$ cat src/sv/tpcs_pkg.sv
// shared constants, register codes and types of the touch point calibrate and settle unit
package tpcs_pkg;

  // field widths
  localparam int RAW_W       = 12;
  localparam int THR_W       = 7;
  localparam int CFG_ADDR_W  = 3;
  localparam int CFG_DATA_W  = 12;
  localparam int IN_TDATA_W  = 40;

  // defaults of the top level parameters
  localparam int DEF_SCREEN_WIDTH  = 320;
  localparam int DEF_SCREEN_HEIGHT = 240;
  localparam int DEF_EDGE_MARGIN   = 24;

  // mapping and settle rules
  localparam int MIN_SPAN    = 100;
  localparam int SETTLE_TOL  = 18;
  localparam int SETTLE_NEED = 3;

  // sum / 3 as (sum * RECIP3) >> RECIP3_SHIFT, exact for sums below 2**15
  localparam int RECIP3       = 21846;
  localparam int RECIP3_SHIFT = 16;

  // shared multiplier operand widths, cover every legal screen size
  localparam int MUL_A_W = 14;
  localparam int MUL_B_W = 15;

  // register indexes
  localparam logic [CFG_ADDR_W-1:0] REG_CAL_LEFT   = 3'd0;
  localparam logic [CFG_ADDR_W-1:0] REG_CAL_RIGHT  = 3'd1;
  localparam logic [CFG_ADDR_W-1:0] REG_CAL_TOP    = 3'd2;
  localparam logic [CFG_ADDR_W-1:0] REG_CAL_BOTTOM = 3'd3;
  localparam logic [CFG_ADDR_W-1:0] REG_PRESS_THR  = 3'd4;
  localparam logic [CFG_ADDR_W-1:0] REG_FLIP       = 3'd5;

  // register reset values
  localparam logic [RAW_W-1:0] RST_CAL_LO    = 12'd0;
  localparam logic [RAW_W-1:0] RST_CAL_HI    = 12'd4095;
  localparam logic [THR_W-1:0] RST_PRESS_THR = 7'd120;

  typedef struct packed {
    logic [RAW_W-1:0] cal_left;
    logic [RAW_W-1:0] cal_right;
    logic [RAW_W-1:0] cal_top;
    logic [RAW_W-1:0] cal_bottom;
    logic [THR_W-1:0] press_thr;
    logic             flip;
  } cfg_t;

  typedef struct packed {
    logic busy;
    logic done;
  } div_stat_t;

endpackage

$ cat src/sv/tpcs_cfg.sv
// configuration register file with write decode
module tpcs_cfg (
  input  logic                           clk_i,
  input  logic                           rst_ni,
  input  logic                           cfg_we_i,
  input  logic [tpcs_pkg::CFG_ADDR_W-1:0] cfg_addr_i,
  input  logic [tpcs_pkg::CFG_DATA_W-1:0] cfg_wdata_i,
  output tpcs_pkg::cfg_t                 cfg_o
);
  import tpcs_pkg::*;

  cfg_t cfg_q, cfg_d;

  always_comb begin
    cfg_d = cfg_q;
    if (cfg_we_i) begin
      unique case (cfg_addr_i)
        REG_CAL_LEFT:   cfg_d.cal_left   = cfg_wdata_i[RAW_W-1:0];
        REG_CAL_RIGHT:  cfg_d.cal_right  = cfg_wdata_i[RAW_W-1:0];
        REG_CAL_TOP:    cfg_d.cal_top    = cfg_wdata_i[RAW_W-1:0];
        REG_CAL_BOTTOM: cfg_d.cal_bottom = cfg_wdata_i[RAW_W-1:0];
        REG_PRESS_THR:  cfg_d.press_thr  = cfg_wdata_i[THR_W-1:0];
        REG_FLIP:       cfg_d.flip       = cfg_wdata_i[0];
        default:        cfg_d            = cfg_q;
      endcase
    end
  end

  always_ff @(posedge clk_i or negedge rst_ni) begin
    if (!rst_ni) begin
      cfg_q.cal_left   <= RST_CAL_LO;
      cfg_q.cal_right  <= RST_CAL_HI;
      cfg_q.cal_top    <= RST_CAL_LO;
      cfg_q.cal_bottom <= RST_CAL_HI;
      cfg_q.press_thr  <= RST_PRESS_THR;
      cfg_q.flip       <= 1'b0;
    end else begin
      cfg_q <= cfg_d;
    end
  end

  assign cfg_o = cfg_q;

endmodule

$ cat src/sv/tpcs_div.sv
// shared serial unsigned divider, two quotient bits per cycle
module tpcs_div #(
  parameter int DW  = 22,
  parameter int DVW = 12
) (
  input  logic                  clk_i,
  input  logic                  rst_ni,
  input  logic                  start_i,
  input  logic [DW-1:0]         dividend_i,
  input  logic [DVW-1:0]        divisor_i,
  output logic [DW-1:0]         quotient_o,
  output tpcs_pkg::div_stat_t   stat_o
);
  import tpcs_pkg::*;

  localparam int STEPS = DW / 2;
  localparam int CW    = $clog2(STEPS + 1);

  logic [DW-1:0]  num_q, num_d;
  logic [DVW-1:0] rem_q, rem_d;
  logic [DVW-1:0] dvs_q;
  logic [CW-1:0]  cnt_q;
  logic           busy_q;
  logic           done_q;

  // two restoring steps, quotient bits shift in at the bottom of num
  always_comb begin
    logic [DVW:0] sh;
    num_d = num_q;
    rem_d = rem_q;
    sh    = '0;
    for (int k = 0; k < 2; k++) begin
      sh    = {rem_d, num_d[DW-1]};
      num_d = {num_d[DW-2:0], 1'b0};
      if (sh >= {1'b0, dvs_q}) begin
        sh       = sh - {1'b0, dvs_q};
        num_d[0] = 1'b1;
      end
      rem_d = sh[DVW-1:0];
    end
  end

  always_ff @(posedge clk_i or negedge rst_ni) begin
    if (!rst_ni) begin
      busy_q <= 1'b0;
      done_q <= 1'b0;
      cnt_q  <= '0;
    end else begin
      done_q <= 1'b0;
      if (start_i) begin
        busy_q <= 1'b1;
        cnt_q  <= CW'(STEPS);
      end else if (busy_q) begin
        cnt_q <= cnt_q - 1'b1;
        if (cnt_q == CW'(1)) begin
          busy_q <= 1'b0;
          done_q <= 1'b1;
        end
      end
    end
  end

  always_ff @(posedge clk_i) begin
    if (start_i) begin
      num_q <= dividend_i;
      rem_q <= '0;
      dvs_q <= divisor_i;
    end else if (busy_q) begin
      num_q <= num_d;
      rem_q <= rem_d;
    end
  end

  assign quotient_o  = num_q;
  assign stat_o.busy = busy_q;
  assign stat_o.done = done_q;

  a_start_busy: assert property (@(posedge clk_i) disable iff (!rst_ni)
    start_i |=> busy_q)
    else $error("divider not busy after start");
  a_last_done: assert property (@(posedge clk_i) disable iff (!rst_ni)
    (busy_q && !start_i && cnt_q == CW'(1)) |=> (done_q && !busy_q))
    else $error("divider did not finish after last step");
  a_done_idle: assert property (@(posedge clk_i) disable iff (!rst_ni)
    done_q |-> !busy_q)
    else $error("divider done while busy");

endmodule

$ cat src/sv/touch_point_calibrate_and_settle_unit.sv
// touch point calibrate and settle unit: sequencer, shared multiplier and settle filter
// a release, a held contact or a weak sample goes straight to the output state; a qualifying
// sample runs the shared serial divider once per axis, then the settle step and, when it
// completes the settle run, the averaging pass; one sample is in work at a time
// the output register frees the input side while a result waits to be taken
// reset (asynchronous, active low) clears the sequencer, settle state, latched point and
// registers to their reset values; there is no clearing pass
module touch_point_calibrate_and_settle_unit #(
  parameter int SCREEN_WIDTH  = tpcs_pkg::DEF_SCREEN_WIDTH,
  parameter int SCREEN_HEIGHT = tpcs_pkg::DEF_SCREEN_HEIGHT,
  parameter int EDGE_MARGIN   = tpcs_pkg::DEF_EDGE_MARGIN,
  localparam int XW           = $clog2(SCREEN_WIDTH),
  localparam int YW           = $clog2(SCREEN_HEIGHT),
  localparam int OUT_TDATA_W  = ((XW + YW + 7) / 8) * 8
) (
  input  logic                            clk_i,
  input  logic                            rst_ni,
  // raw_x, raw_y, raw_pressure
  input  logic [tpcs_pkg::IN_TDATA_W-1:0] s_axis_tdata,
  // touched
  input  logic                            s_axis_tuser,
  input  logic                            s_axis_tvalid,
  output logic                            s_axis_tready,
  // pos_x, pos_y
  output logic [OUT_TDATA_W-1:0]          m_axis_tdata,
  // point_valid
  output logic                            m_axis_tuser,
  output logic                            m_axis_tvalid,
  input  logic                            m_axis_tready,
  input  logic                            cfg_we_i,
  input  logic [tpcs_pkg::CFG_ADDR_W-1:0] cfg_addr_i,
  input  logic [tpcs_pkg::CFG_DATA_W-1:0] cfg_wdata_i
);
  import tpcs_pkg::*;

  localparam int MAXS = (SCREEN_WIDTH > SCREEN_HEIGHT) ? SCREEN_WIDTH : SCREEN_HEIGHT;
  localparam int DW0  = RAW_W + $clog2(MAXS);
  localparam int DW   = DW0 + (DW0 % 2);
  localparam int VW   = DW + 2;
  localparam int MW   = (XW > YW) ? XW : YW;
  localparam int SXW  = $clog2(SETTLE_NEED * SCREEN_WIDTH);
  localparam int SYW  = $clog2(SETTLE_NEED * SCREEN_HEIGHT);
  localparam int TX   = SCREEN_WIDTH - 1 - 2 * EDGE_MARGIN;
  localparam int TY   = SCREEN_HEIGHT - 1 - 2 * EDGE_MARGIN;
  localparam int PRW  = MUL_A_W + MUL_B_W;

  localparam logic [2:0] S_IDLE = 3'd0;
  localparam logic [2:0] S_MUL  = 3'd1;
  localparam logic [2:0] S_DGO  = 3'd2;
  localparam logic [2:0] S_DIV  = 3'd3;
  localparam logic [2:0] S_CMP  = 3'd4;
  localparam logic [2:0] S_AMUL = 3'd5;
  localparam logic [2:0] S_AVG  = 3'd6;
  localparam logic [2:0] S_OUT  = 3'd7;

  cfg_t      cfg;
  div_stat_t div_stat;
  logic [DW-1:0] quot;

  // control state
  logic [2:0]     state_q, state_d;
  logic           axis_q, axis_d;
  logic [1:0]     cnt_q, cnt_d;
  logic [SXW-1:0] sum_x_q, sum_x_d;
  logic [SYW-1:0] sum_y_q, sum_y_d;
  logic           reported_q, reported_d;
  logic [XW-1:0]  held_x_q, held_x_d;
  logic [YW-1:0]  held_y_q, held_y_d;
  logic           m_valid_q, m_valid_d;

  // payload
  logic [RAW_W-1:0] raw_x_q, raw_x_d, raw_y_q, raw_y_d;
  logic [PRW-1:0]   prod_q, prod_d;
  logic             neg_q, neg_d, narrow_q, narrow_d;
  logic [RAW_W-1:0] divisor_q, divisor_d;
  logic [XW-1:0]    mx_q, mx_d, sx_q, sx_d;
  logic [YW-1:0]    my_q, my_d;
  logic             res_pv_q, res_pv_d, m_pv_q, m_pv_d;
  logic [XW-1:0]    res_x_q, res_x_d, m_x_q, m_x_d;
  logic [YW-1:0]    res_y_q, res_y_d, m_y_q, m_y_d;

  logic div_start;
  logic in_xfer, out_xfer;

  tpcs_cfg u_cfg (
    .clk_i      (clk_i),
    .rst_ni     (rst_ni),
    .cfg_we_i   (cfg_we_i),
    .cfg_addr_i (cfg_addr_i),
    .cfg_wdata_i(cfg_wdata_i),
    .cfg_o      (cfg)
  );

  tpcs_div #(
    .DW (DW),
    .DVW(RAW_W)
  ) u_div (
    .clk_i     (clk_i),
    .rst_ni    (rst_ni),
    .start_i   (div_start),
    .dividend_i(prod_q[DW-1:0]),
    .divisor_i (divisor_q),
    .quotient_o(quot),
    .stat_o    (div_stat)
  );

  assign s_axis_tready = (state_q == S_IDLE);
  assign in_xfer       = s_axis_tvalid && s_axis_tready;
  assign out_xfer      = m_valid_q && m_axis_tready;
  assign div_start     = (state_q == S_DGO);

  always_comb begin
    logic [RAW_W-1:0]   raw_sel, lo_sel, hi_sel, adiff, aspan;
    logic [RAW_W:0]     diff, span;
    logic [MUL_A_W-1:0] mul_a;
    logic [MUL_B_W-1:0] mul_b;
    logic signed [VW-1:0] qs, v, lim;
    logic [MW-1:0]      map_val;
    logic [SXW-1:0]     avg_x_full;
    logic [SYW-1:0]     avg_y_full;
    logic [XW-1:0]      avg_x, fx;
    logic [YW-1:0]      avg_y, fy;
    logic [XW:0]        ddx, adx;
    logic [YW:0]        ddy, ady;
    logic               jump;
    logic [1:0]         cnt_n;

    state_d    = state_q;
    axis_d     = axis_q;
    cnt_d      = cnt_q;
    sum_x_d    = sum_x_q;
    sum_y_d    = sum_y_q;
    reported_d = reported_q;
    held_x_d   = held_x_q;
    held_y_d   = held_y_q;
    m_valid_d  = m_valid_q;
    raw_x_d    = raw_x_q;
    raw_y_d    = raw_y_q;
    prod_d     = prod_q;
    neg_d      = neg_q;
    narrow_d   = narrow_q;
    divisor_d  = divisor_q;
    mx_d       = mx_q;
    my_d       = my_q;
    sx_d       = sx_q;
    res_pv_d   = res_pv_q;
    res_x_d    = res_x_q;
    res_y_d    = res_y_q;
    m_pv_d     = m_pv_q;
    m_x_d      = m_x_q;
    m_y_d      = m_y_q;

    // axis operands for the linear map
    raw_sel = axis_q ? raw_y_q : raw_x_q;
    lo_sel  = axis_q ? cfg.cal_top : cfg.cal_left;
    hi_sel  = axis_q ? cfg.cal_bottom : cfg.cal_right;
    diff    = {1'b0, raw_sel} - {1'b0, lo_sel};
    span    = {1'b0, hi_sel} - {1'b0, lo_sel};
    adiff   = diff[RAW_W] ? RAW_W'(-diff) : diff[RAW_W-1:0];
    aspan   = span[RAW_W] ? RAW_W'(-span) : span[RAW_W-1:0];

    // shared multiplier: span product or reciprocal of three
    if (state_q == S_AMUL) begin
      mul_a = axis_q ? MUL_A_W'(sum_y_q) : MUL_A_W'(sum_x_q);
      mul_b = MUL_B_W'(RECIP3);
    end else begin
      mul_a = MUL_A_W'(adiff);
      mul_b = axis_q ? MUL_B_W'(TY) : MUL_B_W'(TX);
    end

    // margin plus signed quotient, clamped to the screen; a narrow span maps to the margin
    qs  = signed'({2'b00, quot});
    v   = signed'(VW'(EDGE_MARGIN)) + (neg_q ? -qs : qs);
    lim = axis_q ? signed'(VW'(SCREEN_HEIGHT - 1)) : signed'(VW'(SCREEN_WIDTH - 1));
    if (narrow_q) begin
      map_val = MW'(EDGE_MARGIN);
    end else if (v[VW-1]) begin
      map_val = '0;
    end else if (v > lim) begin
      map_val = lim[MW-1:0];
    end else begin
      map_val = v[MW-1:0];
    end

    // running average of up to two samples
    avg_x_full = cnt_q[1] ? (sum_x_q >> 1) : sum_x_q;
    avg_y_full = cnt_q[1] ? (sum_y_q >> 1) : sum_y_q;
    avg_x      = avg_x_full[XW-1:0];
    avg_y      = avg_y_full[YW-1:0];
    ddx        = {1'b0, mx_q} - {1'b0, avg_x};
    ddy        = {1'b0, my_q} - {1'b0, avg_y};
    adx        = ddx[XW] ? -ddx : ddx;
    ady        = ddy[YW] ? -ddy : ddy;
    jump       = (cnt_q != 2'd0) &&
                 ((adx > (XW+1)'(SETTLE_TOL)) || (ady > (YW+1)'(SETTLE_TOL)));
    cnt_n      = (jump ? 2'd0 : cnt_q) + 2'd1;

    // final average and optional half turn
    fx = cfg.flip ? XW'(SCREEN_WIDTH - 1) - sx_q : sx_q;
    fy = cfg.flip ? YW'(SCREEN_HEIGHT - 1) - prod_q[RECIP3_SHIFT +: YW]
                  : prod_q[RECIP3_SHIFT +: YW];

    if (out_xfer) begin
      m_valid_d = 1'b0;
    end

    unique case (state_q)
      S_IDLE: begin
        if (in_xfer) begin
          raw_x_d  = s_axis_tdata[RAW_W-1:0];
          raw_y_d  = s_axis_tdata[2*RAW_W-1:RAW_W];
          res_pv_d = 1'b0;
          res_x_d  = '0;
          res_y_d  = '0;
          state_d  = S_OUT;
          if (!s_axis_tuser) begin
            // release
            cnt_d      = 2'd0;
            sum_x_d    = '0;
            sum_y_d    = '0;
            reported_d = 1'b0;
          end else if (reported_q) begin
            res_pv_d = 1'b1;
            res_x_d  = held_x_q;
            res_y_d  = held_y_q;
          end else if (s_axis_tdata[3*RAW_W-1:2*RAW_W] >= {5'd0, cfg.press_thr}) begin
            axis_d  = 1'b0;
            state_d = S_MUL;
          end
        end
      end
      S_MUL: begin
        prod_d    = mul_a * mul_b;
        neg_d     = diff[RAW_W] ^ span[RAW_W];
        narrow_d  = aspan < RAW_W'(MIN_SPAN);
        divisor_d = aspan;
        state_d   = S_DGO;
      end
      S_DGO: begin
        state_d = S_DIV;
      end
      S_DIV: begin
        if (div_stat.done) begin
          if (axis_q) begin
            my_d    = map_val[YW-1:0];
            state_d = S_CMP;
          end else begin
            mx_d    = map_val[XW-1:0];
            axis_d  = 1'b1;
            state_d = S_MUL;
          end
        end
      end
      S_CMP: begin
        sum_x_d  = (jump ? '0 : sum_x_q) + SXW'(mx_q);
        sum_y_d  = (jump ? '0 : sum_y_q) + SYW'(my_q);
        cnt_d    = cnt_n;
        axis_d   = 1'b0;
        res_pv_d = 1'b0;
        res_x_d  = '0;
        res_y_d  = '0;
        state_d  = (cnt_n == 2'(SETTLE_NEED)) ? S_AMUL : S_OUT;
      end
      S_AMUL: begin
        prod_d  = mul_a * mul_b;
        state_d = S_AVG;
      end
      S_AVG: begin
        if (axis_q) begin
          held_x_d   = fx;
          held_y_d   = fy;
          reported_d = 1'b1;
          res_pv_d   = 1'b1;
          res_x_d    = fx;
          res_y_d    = fy;
          state_d    = S_OUT;
        end else begin
          sx_d    = prod_q[RECIP3_SHIFT +: XW];
          axis_d  = 1'b1;
          state_d = S_AMUL;
        end
      end
      S_OUT: begin
        if (!m_valid_q || m_axis_tready) begin
          m_valid_d = 1'b1;
          m_pv_d    = res_pv_q;
          m_x_d     = res_x_q;
          m_y_d     = res_y_q;
          state_d   = S_IDLE;
        end
      end
      default: state_d = S_IDLE;
    endcase
  end

  always_ff @(posedge clk_i or negedge rst_ni) begin
    if (!rst_ni) begin
      state_q    <= S_IDLE;
      axis_q     <= 1'b0;
      cnt_q      <= 2'd0;
      sum_x_q    <= '0;
      sum_y_q    <= '0;
      reported_q <= 1'b0;
      held_x_q   <= '0;
      held_y_q   <= '0;
      m_valid_q  <= 1'b0;
    end else begin
      state_q    <= state_d;
      axis_q     <= axis_d;
      cnt_q      <= cnt_d;
      sum_x_q    <= sum_x_d;
      sum_y_q    <= sum_y_d;
      reported_q <= reported_d;
      held_x_q   <= held_x_d;
      held_y_q   <= held_y_d;
      m_valid_q  <= m_valid_d;
    end
  end

  always_ff @(posedge clk_i) begin
    raw_x_q   <= raw_x_d;
    raw_y_q   <= raw_y_d;
    prod_q    <= prod_d;
    neg_q     <= neg_d;
    narrow_q  <= narrow_d;
    divisor_q <= divisor_d;
    mx_q      <= mx_d;
    my_q      <= my_d;
    sx_q      <= sx_d;
    res_pv_q  <= res_pv_d;
    res_x_q   <= res_x_d;
    res_y_q   <= res_y_d;
    m_pv_q    <= m_pv_d;
    m_x_q     <= m_x_d;
    m_y_q     <= m_y_d;
  end

  assign m_axis_tvalid = m_valid_q;
  assign m_axis_tuser  = m_pv_q;
  assign m_axis_tdata  = OUT_TDATA_W'({m_y_q, m_x_q});

  a_reported_settled: assert property (@(posedge clk_i) disable iff (!rst_ni)
    reported_q |-> (cnt_q == 2'(SETTLE_NEED)))
    else $error("point latched without a full settle run");
  a_busy_after_transfer: assert property (@(posedge clk_i) disable iff (!rst_ni)
    in_xfer |=> !s_axis_tready)
    else $error("input taken while a sample is in work");
  a_invalid_zero: assert property (@(posedge clk_i) disable iff (!rst_ni)
    (m_axis_tvalid && !m_axis_tuser) |-> (m_axis_tdata == '0))
    else $error("position not zero on an invalid result");
  a_div_in_seq: assert property (@(posedge clk_i) disable iff (!rst_ni)
    div_stat.done |-> (state_q == S_DIV))
    else $error("divider finished outside its wait state");

endmodule

$ cat config.mk
export PLATFORM = sky130hd
export DESIGN_NAME = touch_point_calibrate_and_settle_unit
export DESIGN_NICKNAME = d
export VERILOG_FILES = /design/src/sv/tpcs_pkg.sv /design/src/sv/tpcs_cfg.sv /design/src/sv/tpcs_div.sv /design/src/sv/touch_point_calibrate_and_settle_unit.sv
export SDC_FILE = /design/constraint.sdc
export NUM_CORES = 1
export LEC_CHECK = 0
export ABC_CLOCK_PERIOD_IN_PS = 15910
export BUFFER_PORTS_ARGS = -buffer_cell sky130_fd_sc_hd__clkbuf_2
export CAP_MARGIN = 15
export CORE_MARGIN = 3
export CORE_UTILIZATION = 55
export DETAILED_ROUTE_END_ITERATION = 10
export GPL_ROUTABILITY_DRIVEN = 0
export HOLD_SLACK_MARGIN = 0.15
export PLACE_DENSITY = 0.72
export SETUP_SLACK_MARGIN = 0.02
export SLEW_MARGIN = 15
export SYNTH_ARGS = -nofsm -noshare
export SYNTH_HDL_FRONTEND = slang
export SYNTH_SLANG_ARGS = --single-unit
$ cat constraint.sdc
create_clock -name clk_i -period 15.91 [get_ports clk_i]
set_input_delay 3.182 -clock clk_i [delete_from_list [all_inputs] [get_ports clk_i]]
set_output_delay 3.182 -clock clk_i [all_outputs]
set_load 0.05 [all_outputs]
==> flow_summary.ini <==
[run_status]
status = completed

[cts]
numCtsBuffers = 30
clk_pin_slew_ns = 0.06
clk_latency_ns = 0.57
cts_buffer_depth = 3
tritoncts = built
cts_root_buf = clkbuf_16
cts_max_level = 1
cts_hold_buf = 0
post_cts_buffers = 0
clock-sinks = 278
cts-resized-gates = 0

[synthesis]
netlist_top_cells_area = edfxtp_1 22%, ha_1 10%, fa_1 9.5%
synth.yosys.seq_area_share_pct = 35.7
yosysWarnings = 0
netlist_instances = 2197
ys_types = 79
netlist_area_mm2 = 0.0217
yosysTopAreaCell = edfxtp_1
yosysMostFrequentCell = inv_1
synth-edff-count = 159
synth-async-reset-ratio_pct = 38.5
avgSynthCellArea_um2 = 9.86
ys.flop_type = edfxtp_1
yosysTopAreaCellShare_pct = 22.0
synth-seq-cells = 278
synth_common_cells = 235 x inv_1, 190 x nand2_1, 179 x ha_1

[run]
cap_viol_max_count = 0

[timing]
finalSetupViolations = 0
rsz0062_at_grt = false
fmax_ghz = 0.0999
fin_crit_ns = 10.01
max_slew_margin_pct = 21.7
tns_ns = 0
post-route-period-util_pct = 62.9
hold_viol = 0
drv_slew = 0
skew_ns = 0.0301
worstMarginPinSlew_ns = 1.17

[routing]
highest_layer = met4
first_pass_iters = 7
detail-route-antenna-nets = 0
wl_um = 48200
via_count = 16000
wl_met3_um = 2410
drc = 0
wire_per_inst_um = 17.2
dr_wl_met2_um = 23600
post_drt_via_cell_ratio = 5.71
drt-initial-drc-count = 1048
wl_met1_um = 20900

[critical_path]
max_stage_delay_ns = 0.67
crit_type = reg -> reg
crit_path_end_kind = flop
crit_required_ns = 16.22
cp_max_fo = 52
crit_slowest_cell = buf_4
crit_top_cell = fa_1
start_kind = flop
cp_data_arrival_time_ns = 10.32

[placement]
hpwlAfterDp_um = 37200
io_buffers = 76

[global_routing]
grt_pass1_vias = 15800
grt_pass1_wl_um = 79000
grt_util_all_layers_pct = 23.2
antenna_found_initial = 0
grt_max_degree = 70
overflow = 0

[cells_and_area]
drive_gt1_share_pct = 13.2
nNetsFinal = 2596
nFillCells = 3210
area_growth_pct = 8.88
antenna_cells = 0

[floorplanning]
die_w_um = 204
initial_utilization_pct = 55.8
ios = 88
rows = 72
die_area_mm2 = 0.0418
coreArea_mm2 = 0.0388
die_y_um = 204

[min_path]
hold_path.class = reg -> reg
==> sequential cells by signal, summed over array words and instances (netlist names), 12 cells and up <==
signal and count:
u_div.rem_q 12, u_div.dvs_q 12, u_cfg.cfg_o 56, u_div.quotient_o 22
prod_q 25, raw_x_q 12, divisor_q 12, raw_y_q 12
==> placed cells by master (no fill, tap or decap), types with 15 or more instances in the layout <==
cell type	instances
and2_1	24
mux2i_1	51
a211oi_1	19
xnor2_1	94
o21ai_0	142
o21bai_1	15
nor2b_1	23
or2_2	16
a31oi_1	15
edfxtp_1	159
clkbuf_2	75
nor3_1	42
dfrtp_1	78
nand2_1	190
nand3_1	27
nand2b_1	26
a21o_1	28
xor2_1	41
fa_1	103
nor2_1	158
buf_4	18
inv_1	235
clkbuf_16	30
a21oi_1	105
o21a_1	20
dfstp_2	28
ha_1	179
mux2_2	88
==> worst paths after layout <==
path / start / endpoint / slack (ns) / cells after the start
max in group asynchronous: rst_ni / axis_q / 11.93 / 2
worst max register to register: axis_q / prod_q[24] / 5.90 / 34
worst min register to register: res_x_q[1] / m_x_q[1] / 0.42 / 0
worst max-delay path: axis_q / prod_q[24] / 5.90 / 34
min in group asynchronous: rst_ni / u_cfg.cfg_o[1] / 2.58 / 1
worst min-delay path: res_x_q[1] / m_x_q[1] / 0.42 / 0
==> metal layers <==
| metal | vias to the layer above | global-route usage (%) |
|---|---|---|
| met2 | 423 | 40.3 |
| met3 | 89 | 2.85 |
| met5 | - | 0 |
| met1 | 7674 | 31.1 |
| met4 | 0 | 6.12 |
| li1 | 7772 | - |
==> layout make-up <==
class | instances | area [µm²] | share of cell area (%)
tap | 518 | 648 | 2.75
clock inverter | 22 | 230 | 0.976
inverter | 237 | 890 | 3.77
multi-input combinational | 1613 | 12800 | 54.3
clock buffer | 34 | 786 | 3.33
timing repair buffer | 93 | 510 | 2.16
sequential | 278 | 7730 | 32.8
==> critical path, delay by kind of cell, from the launching register on <==
family / cells / cell delay, ns
AOI/OAI and AO/OA: 14 / 3.45
xor gates and xnor gates: 2 / 0.36
DFF: 1 / 0.55
and+or+nand+nor: 4 / 0.87
buffers and inverters: 5 / 0.86
adders and majority gates: 8 / 3.23
muxes: 1 / 0.32
==> per-stage QoR <==
step	utilization [%]	hold slack (ns)	cells	setup slack (ns)	instance area (µm²)
CTS	60.7	0.419	2795	5.96	23600
global route	60.8	0.424	2795	5.16	23600
floorplan	-	0.400	2208	6.54	21700
finish	60.8	0.418	2795	5.90	23600
detailed placement	58.1	0.405	2739	5.95	22600
global placement	58.1	0.403	2739	6.16	22600
==> logic make-up (layout without fill, tap and decap cells) <==
logic type / after synthesis / in the layout / share of synthesized area [%]
simple gates: 595 / 595 / 13.2
mux: 139 / 139 / 6.93
compound gates: 449 / 449 / 13.2
xor+xnor: 135 / 135 / 5.46
flops: 278 / 278 / 35.7
other cells: 2 / 13 / 0.0347
fa+ha+maj: 282 / 282 / 19.9
buf+inv: 317 / 386 / 5.69
Power is left out: the tool's default activity adds up to more than one toggle a clock period on the data nets, which glitch-free logic cannot reach.
